### src/rtl/core/osm_pkg.sv
// Shared types and constants for the order-statistic multiset.
`timescale 1ns / 1ps

package osm_pkg;

    // Datapath width of the shared adder: 32-bit operands plus sign and carry room
    localparam int DATA_W     = 34;
    localparam int ANS_W      = 32;
    localparam int VAL_W      = 32;
    localparam int RANK_W     = 16;
    localparam int OP_W       = 3;
    localparam int STATUS_W   = 2;
    localparam int DOMAIN_W   = 31;
    localparam int CFG_DATA_W = 32;
    localparam int CFG_ADDR_W = 3;

    // Word index of the window base register
    localparam logic REG_DOMAIN_LOW = 1'b0;

    typedef enum logic [OP_W-1:0] {
        OP_INSERT = 3'd0,
        OP_REMOVE = 3'd1,
        OP_RANK   = 3'd2,
        OP_KTH    = 3'd3,
        OP_PRED   = 3'd4,
        OP_SUCC   = 3'd5,
        OP_RANGE  = 3'd6
    } op_t;

    typedef enum logic [STATUS_W-1:0] {
        ST_OK      = 2'd0,
        ST_NONE    = 2'd1,
        ST_OUT_WIN = 2'd2,
        ST_FULL    = 2'd3
    } status_t;

endpackage

### src/rtl/core/osm_apb_regs.sv
// APB configuration register holding the window base.
`timescale 1ns / 1ps

module osm_apb_regs (
    input  logic                           clk,
    input  logic                           rst_n,
    input  logic                           psel,
    input  logic                           penable,
    input  logic                           pwrite,
    input  logic [osm_pkg::CFG_ADDR_W-1:0] paddr,
    input  logic [osm_pkg::CFG_DATA_W-1:0] pwdata,
    output logic [osm_pkg::CFG_DATA_W-1:0] prdata,
    output logic                           pready,
    output logic [osm_pkg::DOMAIN_W-1:0]   domain_low
);
    import osm_pkg::*;

    logic [DOMAIN_W-1:0] domain_low_reg;
    logic                sel_domain;

    assign pready     = 1'b1;
    assign sel_domain = (paddr[CFG_ADDR_W-1:2] == REG_DOMAIN_LOW);

    // write on the access phase
    always_ff @(posedge clk or negedge rst_n)
    begin
        if (!rst_n)
        begin
            domain_low_reg <= '0;
        end
        else if (psel && penable && pwrite && sel_domain)
        begin
            domain_low_reg <= pwdata[DOMAIN_W-1:0];
        end
    end

    // read back, sign extended
    always_comb
    begin
        prdata = '0;
        if (sel_domain)
        begin
            prdata = {{(CFG_DATA_W-DOMAIN_W){domain_low_reg[DOMAIN_W-1]}}, domain_low_reg};
        end
    end

    assign domain_low = domain_low_reg;

endmodule

### config.mk
export PLATFORM = sky130hd
export DESIGN_NAME = osm_apb_regs
export DESIGN_NICKNAME = d
export VERILOG_FILES = /design/src/rtl/core/osm_pkg.sv /design/src/rtl/core/osm_apb_regs.sv
export SDC_FILE = /design/constraint.sdc
export NUM_CORES = 1
export LEC_CHECK = 0
export ABC_AREA = 1
export BUFFER_PORTS_ARGS = -buffer_cell sky130_fd_sc_hd__clkbuf_2
export CAP_MARGIN = 20
export CORE_MARGIN = 2
export CORE_UTILIZATION = 37
export CTS_CLUSTER_DIAMETER = 200
export DETAILED_ROUTE_END_ITERATION = 12
export GPL_TIMING_DRIVEN = 0
export PLACE_DENSITY = 0.76
export SYNTH_ARGS = -nofsm -noshare
export SYNTH_HDL_FRONTEND = slang
export SYNTH_SLANG_ARGS = --single-unit
### constraint.sdc
create_clock -name clk -period 0.8 [get_ports clk]
set_input_delay 0.16 -clock clk [delete_from_list [all_inputs] [get_ports clk]]
set_output_delay 0.16 -clock clk [all_outputs]
set_load 0.02 [all_outputs]
# After elaboration in Yosys (flattened, before gate mapping)
# Cells that the tools add are included.
[totals]
register_bits = 31
input_bits = 40
out_inout_bits = 64
word_cells = 6
[classes]
n_mux = 1
n_bitwise = 1
n_reduce_logical = 3
[ops]
columns = ["op", "count"]
rows = [
  ["2-to-1 mux 32 bit", 1],
  ["logical AND 1 bit", 3],
  ["inverter 1 bit", 1],
]

# Longest topological paths before layout
[logic_depth]
ltp_word = 3
depth_mapped = 6
mapped_depth_nobuf = 5

# Least setup slack after synthesis
# No wires, ideal clock.
[synth_timing]
kind = "flip-flop to output port"
startpoint = "register domain_low_reg[30], in the netlist domain_low[30]"
endpoint = "output port prdata[31] in the netlist's numbering"
arrival_ns = 1.040
required_ns = 0.640
slack_ns = -0.400
path_stages_with_launch = 4
path_buffers = 1
cell_sequence = "dfrtp_1 > inv_1 > nor2_1 > buf_4"
[synth_via]
elab_chain_len = 1
[synth_rtl]
columns = ["element", "line_no", "source"]
rows = [
  ["start, declared", "osm_apb_regs.sv:18", "logic [DOMAIN_W-1:0] domain_low_reg;"],
  ["start signal, assigned", "osm_apb_regs.sv:33", "domain_low_reg <= pwdata[DOMAIN_W-1:0];"],
  ["2-to-1 mux 32 bit", "osm_apb_regs.sv:41", "if (sel_domain)"],
  ["end, declared", "osm_apb_regs.sv:12", "output logic [osm_pkg::CFG_DATA_W-1:0] prdata,"],
]
# No other way between the ends.

# Final worst setup path
# Ends and elaborated chain as after synthesis.

==> impl.org <==
** Outcome
- The run finished, with violations left.
- The checks that failed: hold timing, setup timing.

** STA
- Setup violations remaining at the end of the flow were counted as 63.
- For the pin with the worst max-slew slack, the measured transition is 0.784 ns.
- Setup slack on the critical path of the routed design comes to -0.379 ns.
- Worst relative slew slack :: 0.478
- The count of final hold-check violations came to 31.
- Setup repair after global routing could not meet its margin everywhere.
- Highest clock frequency the design can meet :: 848 MHz
- Tmin final :: 1.18 ns
- Final cycle utilization of the critical path :: 1.47
- Final setup skew :: 0 ns
- Final-report max-slew violation count :: 0
- On the final layout, the worst hold slack is -0.0387 ns.

** Critical path
- CP Capture Type :: primary output
- The worst setup path is of the flip-flop to primary output kind.
- CP required :: 0.64 ns
- Maximum net fanout on the critical path :: 2
- The worst setup path is launched from a flip-flop.
- Critical Path AT :: 1.02 ns

** Clock network
- The tree is rooted in a sky130_fd_sc_hd__clkbuf_8.
- Number of buffers on the longest clock path :: 2
- TritonCTS built the clock tree.
- Buffers inserted during clock tree synthesis total 5.
- CTS built an H-tree with a depth of 2.
- The clock reaches the later pin of the worst-skew pair after 0.27 ns.
- The clock net in this run drives a total of 31 sinks.
- Clock-pin slew was measured on the worst setup and hold paths at 0.06 ns.

** Die
- Die Ht :: 67.5 um
- Total Die Area :: 4550 um2
- Pin placement for this block handled 104 I/O pins.
- Chip Width :: 67.5 um
- Initial Util :: 0.378
- Standard-cell rows :: 23
- Core area :: 3940 um2

** Detailed routing
- After detailed routing, the total wire length is 4830 um.
- For this run, design rule violations remaining after detail routing come to 0.
- The first routing iteration left 37 violations.
- In the detailed route, the total length drawn on met3 is 287 um.
- Vias after detailed routing :: 1719
- Detailed routing placed a total of 2760 um of wire on met2.
- Vias per inst :: 4.61
- Number of detailed-routing iterations run before antenna repair :: 4
- Uppermost metal layer occupied by signal nets :: met4
- Post-DR wirelength/cell :: 12.9 um
- The detailed router put a total of 1760 um of wire on met1.
- Detail Route Antenna Nets :: 0

** Logic synthesis
- Yosys mapped a number of flops with a built-in enable equal to 0.
- The cell count after synthesis came out at 206.
- The share of synthesized area in the top cell type comes to 0.520.
- Synthesized netlist net count :: 246
- The biggest area contributor in the post-synthesis netlist is sky130_fd_sc_hd__dfrtp_1.
- Count of yosys warnings during synthesis :: 0
- The mapped netlist covers 1490 um2.
- Number of distinct library cells after synthesis :: 11
- Sequential-to-total area share from yosys stat :: 0.520
- In the post-synthesis netlist, the cell with the most instances is sky130_fd_sc_hd__nand2_1.
- For this run, asynchronously set or reset flops after synthesis account for 1.00.
- By area the synthesized netlist is led by sky130_fd_sc_hd__dfrtp_1, sky130_fd_sc_hd__nand2_1, sky130_fd_sc_hd__nand3_1, sky130_fd_sc_hd__inv_1, sky130_fd_sc_hd__nor2_1.
- Among all flip-flop cells after synthesis, the most frequent one is sky130_fd_sc_hd__dfrtp_1.
- Mean cell area of the mapped netlist :: 7.24 um2
- Top cells by instance count after synthesis :: sky130_fd_sc_hd__nand2_1, sky130_fd_sc_hd__inv_1, sky130_fd_sc_hd__dfrtp_1, sky130_fd_sc_hd__nand3_1, sky130_fd_sc_hd__nor2_1
- After synthesis the netlist holds a flip-flop and latch count of 31.

** Finish
- For this run, the share of the core covered by cells in the final layout is 0.739.
- Final nets :: 362
- Flip-flop count of the largest register after layout :: 31
- From synthesis to final layout, the design area changed by 95.4%.
- The repair_antennas step left the layout with diodes totalling 0.
- In the final layout, the share of cells above drive strength 1 is 0.625.
- Post-Layout Cell Count :: 373

** Power
- PD cells :: 2220 nW/um2
- Worst vdd ir :: 1.29 mV
- Summed over all cells, the static leakage comes to 0.00153 uW.

** Global route
- First-pass GRT wire length :: 6760 um
- GR Overflow Total :: 0
- The number of antenna violations at the first check in global routing came to 0.
- The via count of the first global-routing pass came to 1543.
- For this run, the total global-route usage over all layers was measured as 0.198.
- Entering global routing, the biggest net connects 32 pins.

** Job
- Across the run, the number of max-cap violations was 0.

** Placed design
- Dpl hpwl :: 2930 um
- Before CTS, the worst setup slack after placement is -0.479 ns.
- # placed instances :: 355
- The count of buffers added on input and output ports is 99.
- The congestion estimate from routability-driven global placement came to 0.693.

** Hold path
- Worst min-delay path category :: input pin to async pin
## cells in the final DEF, fill, tap and decap left out, types with 7 or more instances in the layout
| master | n |
|---|---|
| sky130_fd_sc_hd__inv_1 | 10 |
| sky130_fd_sc_hd__inv_2 | 23 |
| sky130_fd_sc_hd__nor2_1 | 9 |
| sky130_fd_sc_hd__nand2_1 | 60 |
| sky130_fd_sc_hd__buf_4 | 21 |
| sky130_fd_sc_hd__buf_8 | 24 |
| sky130_fd_sc_hd__clkbuf_8 | 7 |
| sky130_fd_sc_hd__clkbuf_2 | 38 |
| sky130_fd_sc_hd__buf_6 | 33 |
| sky130_fd_sc_hd__nand3_1 | 31 |
| sky130_fd_sc_hd__dfrtp_1 | 9 |
| sky130_fd_sc_hd__nor2_4 | 23 |
| sky130_fd_sc_hd__dfrtp_2 | 22 |
## routing by layer
| layer | vias to the layer above | global-route usage |
|---|---|---|
| met4 | 0 | 0.0383 |
| li1 | 836 | - |
| met2 | 68 | 0.365 |
| met3 | 4 | 0.0667 |
| met1 | 811 | 0.222 |
| met5 | - | 0 |
## critical path, stage by stage, from the launching register on
cell                      delay (ns)
sky130_fd_sc_hd__dfrtp_2        0.41
sky130_fd_sc_hd__inv_2          0.07
sky130_fd_sc_hd__nor2_4         0.04
sky130_fd_sc_hd__buf_6          0.12
sky130_fd_sc_hd__buf_8          0.12
## cell families (layout without fill, tap and decap cells)
kind of cell,after synthesis,in the layout,share of synthesized area
buffers and inverters,47,164,0.130
flip-flops,31,31,0.520
other,1,1,0.00251
AND/OR/NAND/NOR,127,127,0.347
## path summary, 6_finish.rpt
| path | startpoint | end | slack, ns | depth (start not counted) |
|---|---|---|---|---|
| worst max register to register | domain_low[24] | domain_low[24] | 0.03 | 3 |
| worst min-delay path | rst_n | domain_low[19] | -0.04 | 1 |
| max in group asynchronous | rst_n | domain_low[27] | 0.29 | 1 |
| worst min register to register | domain_low[5] | domain_low[5] | 0.51 | 2 |
| min in group clk | pwdata[13] | domain_low[13] | 0.11 | 3 |
| worst max-delay path | domain_low[30] | prdata[31] | -0.38 | 4 |
## final cells by class
| cell class | instances | area (um2) |
|---|---|---|
| Fill cell | 296 | 1030 |
| Timing Repair Buffer | 109 | 1030 |
| Sequential cell | 31 | 803 |
| Multi-Input combinational cell | 128 | 707 |
| Inverter | 33 | 124 |
| Clock buffer | 8 | 100 |
| Buffer | 14 | 91.3 |
| Tap cell | 50 | 62.6 |
## power breakdown
group | switching [uW] | internal [uW]
combinational | 1470 | 1430
sequential | 332 | 1910
clock | 533 | 784
total | 2340 | 4120
## what timing repair did
| item | 4_1_cts | 5_1_grt |
|---|---|---|
| pin swaps | 1 | 7 |
| gates resized for setup | 80 | 138 |
| endpoints found under the hold margin | 31 | 0 |
| setup endpoints to repair | 65 | 93 |
| setup buffers | 6 | 5 |
## stage by stage
step | total power, uW | TNS [ns] | area (um2)
after floorplan | 3440 | -1.51 | 1700
after global placement | 4090 | -18.66 | 2250
after detailed placement | 4140 | -20.17 | 2250
after CTS | 5870 | -16.75 | 2640
after global routing | 6820 | -18.52 | 2910
final | 6460 | -16.07 | 2910
Note: power is estimated with default switching activity, not from simulation.
