$ cat config.mk
export PLATFORM = sky130hd
export DESIGN_NAME = osm_alu
export DESIGN_NICKNAME = d
export VERILOG_FILES = /design/src/rtl/core/osm_pkg.sv /design/src/rtl/core/osm_alu.sv
export SDC_FILE = /design/constraint.sdc
export NUM_CORES = 1
export LEC_CHECK = 0
export BUFFER_PORTS_ARGS = -buffer_cell sky130_fd_sc_hd__buf_2
export CAP_MARGIN = 20
export CORE_ASPECT_RATIO = 0.5
export CORE_MARGIN = 4
export CORE_UTILIZATION = 49
export DETAILED_ROUTE_END_ITERATION = 16
export PLACE_DENSITY = 0.84
export REMOVE_ABC_BUFFERS = 1
export SYNTH_ARGS = -nofsm -noshare
export SYNTH_HDL_FRONTEND = slang
export SYNTH_SLANG_ARGS = --single-unit
$ cat constraint.sdc
create_clock -name vclk -period 3.4
set_input_delay 0.17 -clock vclk [all_inputs]
set_output_delay 0.17 -clock vclk [all_outputs]
set_load 0.02 [all_outputs]
$ cat src/rtl/core/osm_pkg.sv
// Shared types and constants for the order-statistic multiset.
`timescale 1ns / 1ps

package osm_pkg;

    // Datapath width of the shared adder: 32-bit operands plus sign and carry room
    localparam int DATA_W     = 34;
    localparam int ANS_W      = 32;
    localparam int VAL_W      = 32;
    localparam int RANK_W     = 16;
    localparam int OP_W       = 3;
    localparam int STATUS_W   = 2;
    localparam int DOMAIN_W   = 31;
    localparam int CFG_DATA_W = 32;
    localparam int CFG_ADDR_W = 3;

    // Word index of the window base register
    localparam logic REG_DOMAIN_LOW = 1'b0;

    typedef enum logic [OP_W-1:0] {
        OP_INSERT = 3'd0,
        OP_REMOVE = 3'd1,
        OP_RANK   = 3'd2,
        OP_KTH    = 3'd3,
        OP_PRED   = 3'd4,
        OP_SUCC   = 3'd5,
        OP_RANGE  = 3'd6
    } op_t;

    typedef enum logic [STATUS_W-1:0] {
        ST_OK      = 2'd0,
        ST_NONE    = 2'd1,
        ST_OUT_WIN = 2'd2,
        ST_FULL    = 2'd3
    } status_t;

endpackage

$ cat src/rtl/core/osm_alu.sv
// Shared add/subtract unit used by the arithmetic steps of the sequencer.
`timescale 1ns / 1ps

module osm_alu (
    input  logic [osm_pkg::DATA_W-1:0] a,
    input  logic [osm_pkg::DATA_W-1:0] b,
    input  logic                       sub,
    output logic [osm_pkg::DATA_W-1:0] y
);
    import osm_pkg::*;

    // a + b, or a - b as a + ~b + 1
    assign y = a + (b ^ {DATA_W{sub}}) + DATA_W'(sub);

endmodule

Word-level counts from Yosys, hierarchy flattened
Cells that the tools add are included.
{ "classes": {"n_addsub": 2, "bitwise_logic": 1} }
{ "op_table": {"columns": ["op", "count"], "rows": [
  ["34-bit by 1-bit adder with 34-bit output", 1],
  ["34-bit adder", 1],
  ["34-bit bitwise XOR", 1]
]} }
{ "totals": {"reg_bits": 0, "input_bits": 69, "out_inout_bits": 34, "elab_cells": 3} }

Depth between registers and ports, before layout
Gate-level depths: netlist of run 1.
{ "logic_depth": {"ltp_word": 3, "depth_mapped": 12} }

Least setup slack after synthesis of run 1
No wires, ideal clock.
{ "synth_timing": {"path_type": "input port to output port", "startpoint": "input sub", "endpoint": "output y[30] in the netlist's numbering", "arrival_time_ns": 3.007, "required_ns": 3.230, "path_slack_ns": 0.223, "path_stages": 11, "cell_sequence": "buf_2 buf_1 xor2_1 fa_1 a21oi_1 o21ai_1 a311o_1 o21a_1 a31oi_4 o41ai_2 xnor2_1"} }
{ "synth_between": {"elab_chain_cells": 3} }
{ "synth_lines": {"columns": ["item", "line_no", "rtl"], "rows": [
  ["start: declaration", "osm_alu.sv:7", "input logic sub,"],
  ["34-bit bitwise XOR", "osm_alu.sv:13", "assign y = a + (b ^ {DATA_W{sub}}) + DATA_W'(sub);"],
  ["34-bit adder", "osm_alu.sv:13", null],
  ["34-bit by 1-bit adder with 34-bit output *", "osm_alu.sv:13", null],
  ["end: declaration", "osm_alu.sv:8", "output logic [osm_pkg::DATA_W-1:0] y"]
]} }
Mark *: on every way between the ends. The rest lies on a longest branch, timed or not.

Worst setup path in the final report of run 1
{ "layout_timing": {"startpoint": "input sub", "endpoint": "output y[28] in the netlist's numbering"} }
Same word-level chain as after synthesis.

==> results.md, run 1 <==
- Worst-path fanout max: 17
- RSZ-0062 raised after global routing: no
- I/O pin cnt: 103
- Post-CTS Setup Bufs: 0
- Pin slew with the least headroom to its limit: 469.9 ps
- Setup TNS: 0 ps
- Rows: 16
- Max-slew violations: 0
- Gr usage total: 0.2080
- Top-count cell post-synth: xor2_1
- Die ar.: 5491 µm²
- Die width: 100.9 µm
- Final nets: 485
- Max Fclk: 0.3178 GHz
- Initial Util: 0.5252
- Dominant cell type by area after synthesis: xor2_1
- Min cycle time layout: 3146 ps
- Drt first pass iters: 4
- Pwr Density: 354.6 nW/µm²
- Outcome: finished, final reports clean
- DR vias/cell: 5.533
- Fillers: 358
- Pint: 0.3645 mW
- Setup Viol. Count Final: 0
- Maximum VDD drop: 0.2004 mV
- YS warnings: 0
- CP arrival: 2980 ps
- Final Hold Vio Count: 0
- Post-DR wirelength/cell: 13.81 µm
- FF+latch count: 0
- Initial antenna violation count: 0
- Endpoint class of the critical path: primary output
- Top cell type's share of synthesized area: 0.1948
- CP Class: input pin to primary output
- Post-synthesis area per instance: 7.363 µm²
- Antenna Diode Count: 0
- CP Launch Type: input pin
- Pwr Total: 0.9458 mW
- Antenna Nets Post-Route: 0
- Sequential share of power: 0
- # port buffers: 103
- Leak: 1.349 nW
- Max-Cap Viols: 0
- Comb power frac: 1.000
- Hold Crit Class: input pin to primary output
- Vias post-DR: 2407
- Psw: 0.5813 mW
- Synthesized area: 2113 µm²
- Relative slew slack: 0.6838
- Drt initial violations: 81
- Vias in the first global route: 2312
- Clkbuf count: 0
- Seq/Total Area, Yosys: 0
- Final Cycle Share: 0.9253
- Placer Congestion: 0.9167
- Syn-to-layout area delta: 26.23%
- Final HPWL DP: 5198 µm
- Ranking of synthesized cells by area: xor2_1 19%, ha_1 19%, xnor2_1 8.3%
- Yosys cell types: 44
- Synth top cells by count: 47 x xor2_1, 33 x a21oi_1, 32 x ha_1
- First-pass GRT wire length: 9653 µm
- Sequential standard cell area: 0 µm²
- DRT Wirelength: 6008 µm
- Pin count of the biggest net entering global routing: 18
- WHS: 640.5 ps
- Number of remaining DRC errors: 0
- Critical Path RT: 3230 ps
- Total gr overflow: 0
- Core footprint: 4024 µm²
- Cells after synthesis: 287
- Hold bufs inserted after CTS: 0
- Share of cells above drive strength 1: 0.3018
- PostCTS Resize Cnt: 0
- Die H: 54.44 µm
- Clock share of power: 0
- Switching Share: 0.6146
-- per-stage QoR --
step                worst slack (ps)  utilization  instance area [µm²]  instances
floorplan                      724.5            -                 2069        276
global route                   19.85       0.6629                 2668        435
CTS                            254.9       0.6629                 2668        435
detailed placement             262.0       0.6629                 2668        435
finish                         253.8       0.6629                 2668        435
global placement               338.5       0.6629                 2668        435
-- final cells by class --
class              instances  area (µm²)  share of cell area
inverters                  6       22.52            0.008443
repair buffers           105       530.5              0.1989
well taps                 54       67.56             0.02533
multi-input cells        270        2047              0.7674
-- cells by family (layout without fill, tap and decap cells) --
| logic type | Yosys count | after routing | share of synthesized area |
|---|---|---|---|
| AO/OA/AOI/OAI | 103 | 103 | 0.3369 |
| XOR/XNOR | 67 | 67 | 0.2777 |
| AND/OR/NAND/NOR | 66 | 66 | 0.1504 |
| adder cells (fa/ha/maj) | 33 | 33 | 0.1989 |
| multiplexers | 1 | 1 | 0.004737 |
| buffers and inverters | 17 | 111 | 0.03138 |
-- cell usage in the layout, fill, tap and decap left out, types with 2 or more instances in the layout --
cell / synthesis / final
a21oi_1: 33 / 33
and3_4: 2 / 2
a221oi_1: 3 / 3
o31ai_1: 2 / 2
a21o_1: 13 / 13
nor3_1: 3 / 3
o21ai_1: 3 / 3
inv_1: 6 / 6
buf_2: 2 / 103
o21ai_0: 13 / 13
xnor2_1: 20 / 20
nand4_1: 6 / 6
o21bai_1: 8 / 8
o211ai_1: 5 / 5
nand3_1: 3 / 3
a31oi_1: 4 / 4
xor2_1: 47 / 47
o41ai_2: 2 / 2
nand2_1: 29 / 29
buf_4: 0 / 2
and3_1: 3 / 3
nor2_1: 12 / 12
o21a_1: 3 / 3
and2_1: 5 / 5
and4_1: 2 / 2
ha_1: 32 / 32
-- path summary, 6_finish.rpt --
kind | from | endpoint | slack, ps | cells after the start
min | a[0] | y[0] | 640 | 3
max | sub | y[28] | 250 | 12
-- power by group through the flow --
stage / Sequential, mW / Combinational [mW] / Clock, mW
4_1_cts: 0 / 0.944 / 0
6_report: 0 / 0.946 / 0
2_1_floorplan: 0 / 0.667 / 0
3_3_place_gp: 0 / 0.923 / 0
3_5_place_dp: 0 / 0.940 / 0
5_1_grt: 0 / 1.03 / 0
-- worst max-delay path: stages --
cell and delay (ps):
buf_2 180, buf_4 320, xor2_1 180, ha_1 320
a211o_1 300, o32ai_1 390, o21ai_0 210, o21a_1 180
a31oi_4 280, o41ai_2 100, xor2_1 160, buf_2 190
-- routing by layer --
layer  vias up  global-route usage  routed length (µm)
met1      1095              0.2667                2748
met2        64              0.4161                2962
met5         -                   0                   0
li1       1248                   -                   -
met4         0            0.008949                   0
met3         0            0.005089                 298
No activity file was read; power rests on OpenSTA's default activity.
==> run 2, diff against run 1 <==
- ABC_AREA: unset -> 1
- ABC_CLOCK_PERIOD_IN_PS: unset -> 3400
- CORE_UTILIZATION: 49 -> 53
- PLACE_DENSITY: 0.84 -> 0.85
==> results.md, run 2 <==
- Outcome: finished, final reports clean
- Final nets: 722
- Fillers: 520
- Syn-to-layout area delta: 21.47%
- Core footprint: 4977 µm²
- Initial antenna violation count: 0
- Top-count cell post-synth: nand2_1
- Drt initial violations: 190
- Endpoint class of the critical path: primary output
- YS warnings: 0
- Die ar.: 6489 µm²
- Relative slew slack: 0.3802
- Synthesized area: 2756 µm²
- Comb power frac: 1.000
- Initial Util: 0.5538
- Post-DR wirelength/cell: 11.12 µm
- Die width: 110.0 µm
- Sequential share of power: 0
- Share of cells above drive strength 1: 0.2443
- WHS: 677.2 ps
- Leak: 2.083 nW
- Max-slew violations: 0
- CP most frequent cell: nand2_1
- Pwr Total: 0.9961 mW
- Antenna Diode Count: 0
- Delay-heaviest family, CP: simple AND/OR/NAND/NOR gates
- Hold bufs inserted after CTS: 0
- Setup Viol. Count Final: 0
- Setup TNS: 0 ps
- Pwr Density: 297.5 nW/µm²
- Vias post-DR: 3324
- Total gr overflow: 0
- Yosys cell types: 25
- Switching Share: 0.6507
- Final Hold Vio Count: 0
- DRT Wirelength: 7648 µm
- Rows: 18
- Top cell type's share of synthesized area: 0.2261
- FF+latch count: 0
- Commonest non-fill, non-tap cells in the layout: 166 x nand2_1, 103 x buf_2, 85 x inv_1
- Vias in the first global route: 2986
- Post-synthesis area per instance: 5.332 µm²
- Drt first pass iters: 5
- Gr usage total: 0.2334
- Placer Congestion: 0.9504
- RSZ-0062 raised after global routing: no
- Final HPWL DP: 6819 µm
- Seq/Total Area, Yosys: 0
- Multi-input combinational cell area: 2389 µm²
- Commonest non-fill, non-tap cell in the layout: nand2_1
- Clock share of power: 0
- Number of remaining DRC errors: 0
- Antenna Nets Post-Route: 0
- Synth top cells by count: 166 x nand2_1, 85 x inv_1, 48 x xor2_1
- CP arrival: 2600 ps
- I/O pin cnt: 103
- Maximum VDD drop: 0.1629 mV
- First-pass GRT wire length: 12560 µm
- CP bufs+invs: 2
- Hold Crit Class: input pin to primary output
- # port buffers: 103
- Worst-path fanout max: 33
- Ranking of synthesized cells by area: nand2_1 23%, xor2_1 15%, ha_1 15%
- CP Launch Type: input pin
- Min cycle time layout: 2771 ps
- Critical Path RT: 3230 ps
- DR vias/cell: 4.831
- Final Cycle Share: 0.8149
- CP max-delay cell: buf_2
- Max-Cap Viols: 0
- Dominant cell type by area after synthesis: nand2_1
- Psw: 0.6481 mW
- Sequential standard cell area: 0 µm²
- Max Fclk: 0.3609 GHz
- CP Class: input pin to primary output
- Clkbuf count: 0
- Pint: 0.3479 mW
- PostCTS Resize Cnt: 0
- Post-CTS Setup Bufs: 0
- CP peak stage delay: 700 ps
- Cell Chain, Critical Path: buf_2, xor2_1, fa_1, nand3_1, nand2_2, nand3_1, nand2_2, nand2_1, nand2_2, nand2_1, nand2_1, nand2_1, nand2_1, buf_2
- Pin count of the biggest net entering global routing: 34
- Die H: 59.00 µm
- Pin slew with the least headroom to its limit: 929.7 ps
- Cells after synthesis: 517
## run 2: cell count changes after synthesis, moves of 6 or more
| cell | change |
|---|---|
| nor3_1 | +6 |
| inv_2 | +6 |
| nand2_2 | +25 |
| clkbuf_1 | -6 |
| xnor2_1 | -18 |
| inv_1 | +79 |
| nand3_1 | +16 |
| o21ai_0 | +6 |
| nor2_2 | +7 |
| a21o_1 | -12 |
| nand2_1 | +137 |
| nor2_1 | +32 |
## run 2: path summary, 6_finish.rpt
path    end  slack (ps)  start  cells past startpoint
max   y[30]         630    sub                     14
min    y[0]         680   a[0]                      4
## run 2: layout make-up
cell class / instances / area share
Timing Repair Buffer: 105 / 0.1584
Multi-Input combinational cell: 422 / 0.7134
Tap cell: 70 / 0.02616
Inverter: 91 / 0.1020
## run 2: logic make-up (layout without fill, tap and decap cells)
| family | Yosys count | in the layout | share of synthesized area |
|---|---|---|---|
| xor gates and xnor gates | 50 | 50 | 0.1589 |
| AOI/OAI and AO/OA | 59 | 59 | 0.1148 |
| buffers and inverters | 95 | 196 | 0.1335 |
| and+or+nand+nor | 280 | 280 | 0.4403 |
| adders and majority gates | 33 | 33 | 0.1525 |
## run 2: through the flow
stage	area (µm²)	utilization	instances	setup WS, ps
4_1_cts	3348	0.6727	688	624.3
5_1_grt	3348	0.6727	688	319.6
3_3_place_gp	3348	0.6727	688	702.6
2_1_floorplan	2730	-	513	1567
6_report	3348	0.6727	688	629.4
3_5_place_dp	3348	0.6727	688	630.6
## run 2: per-layer routing
| layer | track usage | vias to the layer above | routed length [µm] | share of wire |
|---|---|---|---|---|
| li1 | - | 1806 | - | - |
| met1 | 0.3292 | 1400 | 3668 | 0.48 |
| met2 | 0.4147 | 114 | 3382 | 0.44 |
| met3 | 0.008705 | 4 | 558 | 0.073 |
| met4 | 0.01954 | 0 | 39 | 0.0051 |
| met5 | 0 | - | 0 | 0 |
## run 2: power by group through the flow
stage | clock network (mW) | registers, mW | logic [mW]
detailed placement | 0 | 0 | 0.990
global placement | 0 | 0 | 0.980
global route | 0 | 0 | 1.10
CTS | 0 | 0 | 0.994
floorplan | 0 | 0 | 0.704
finish | 0 | 0 | 0.996
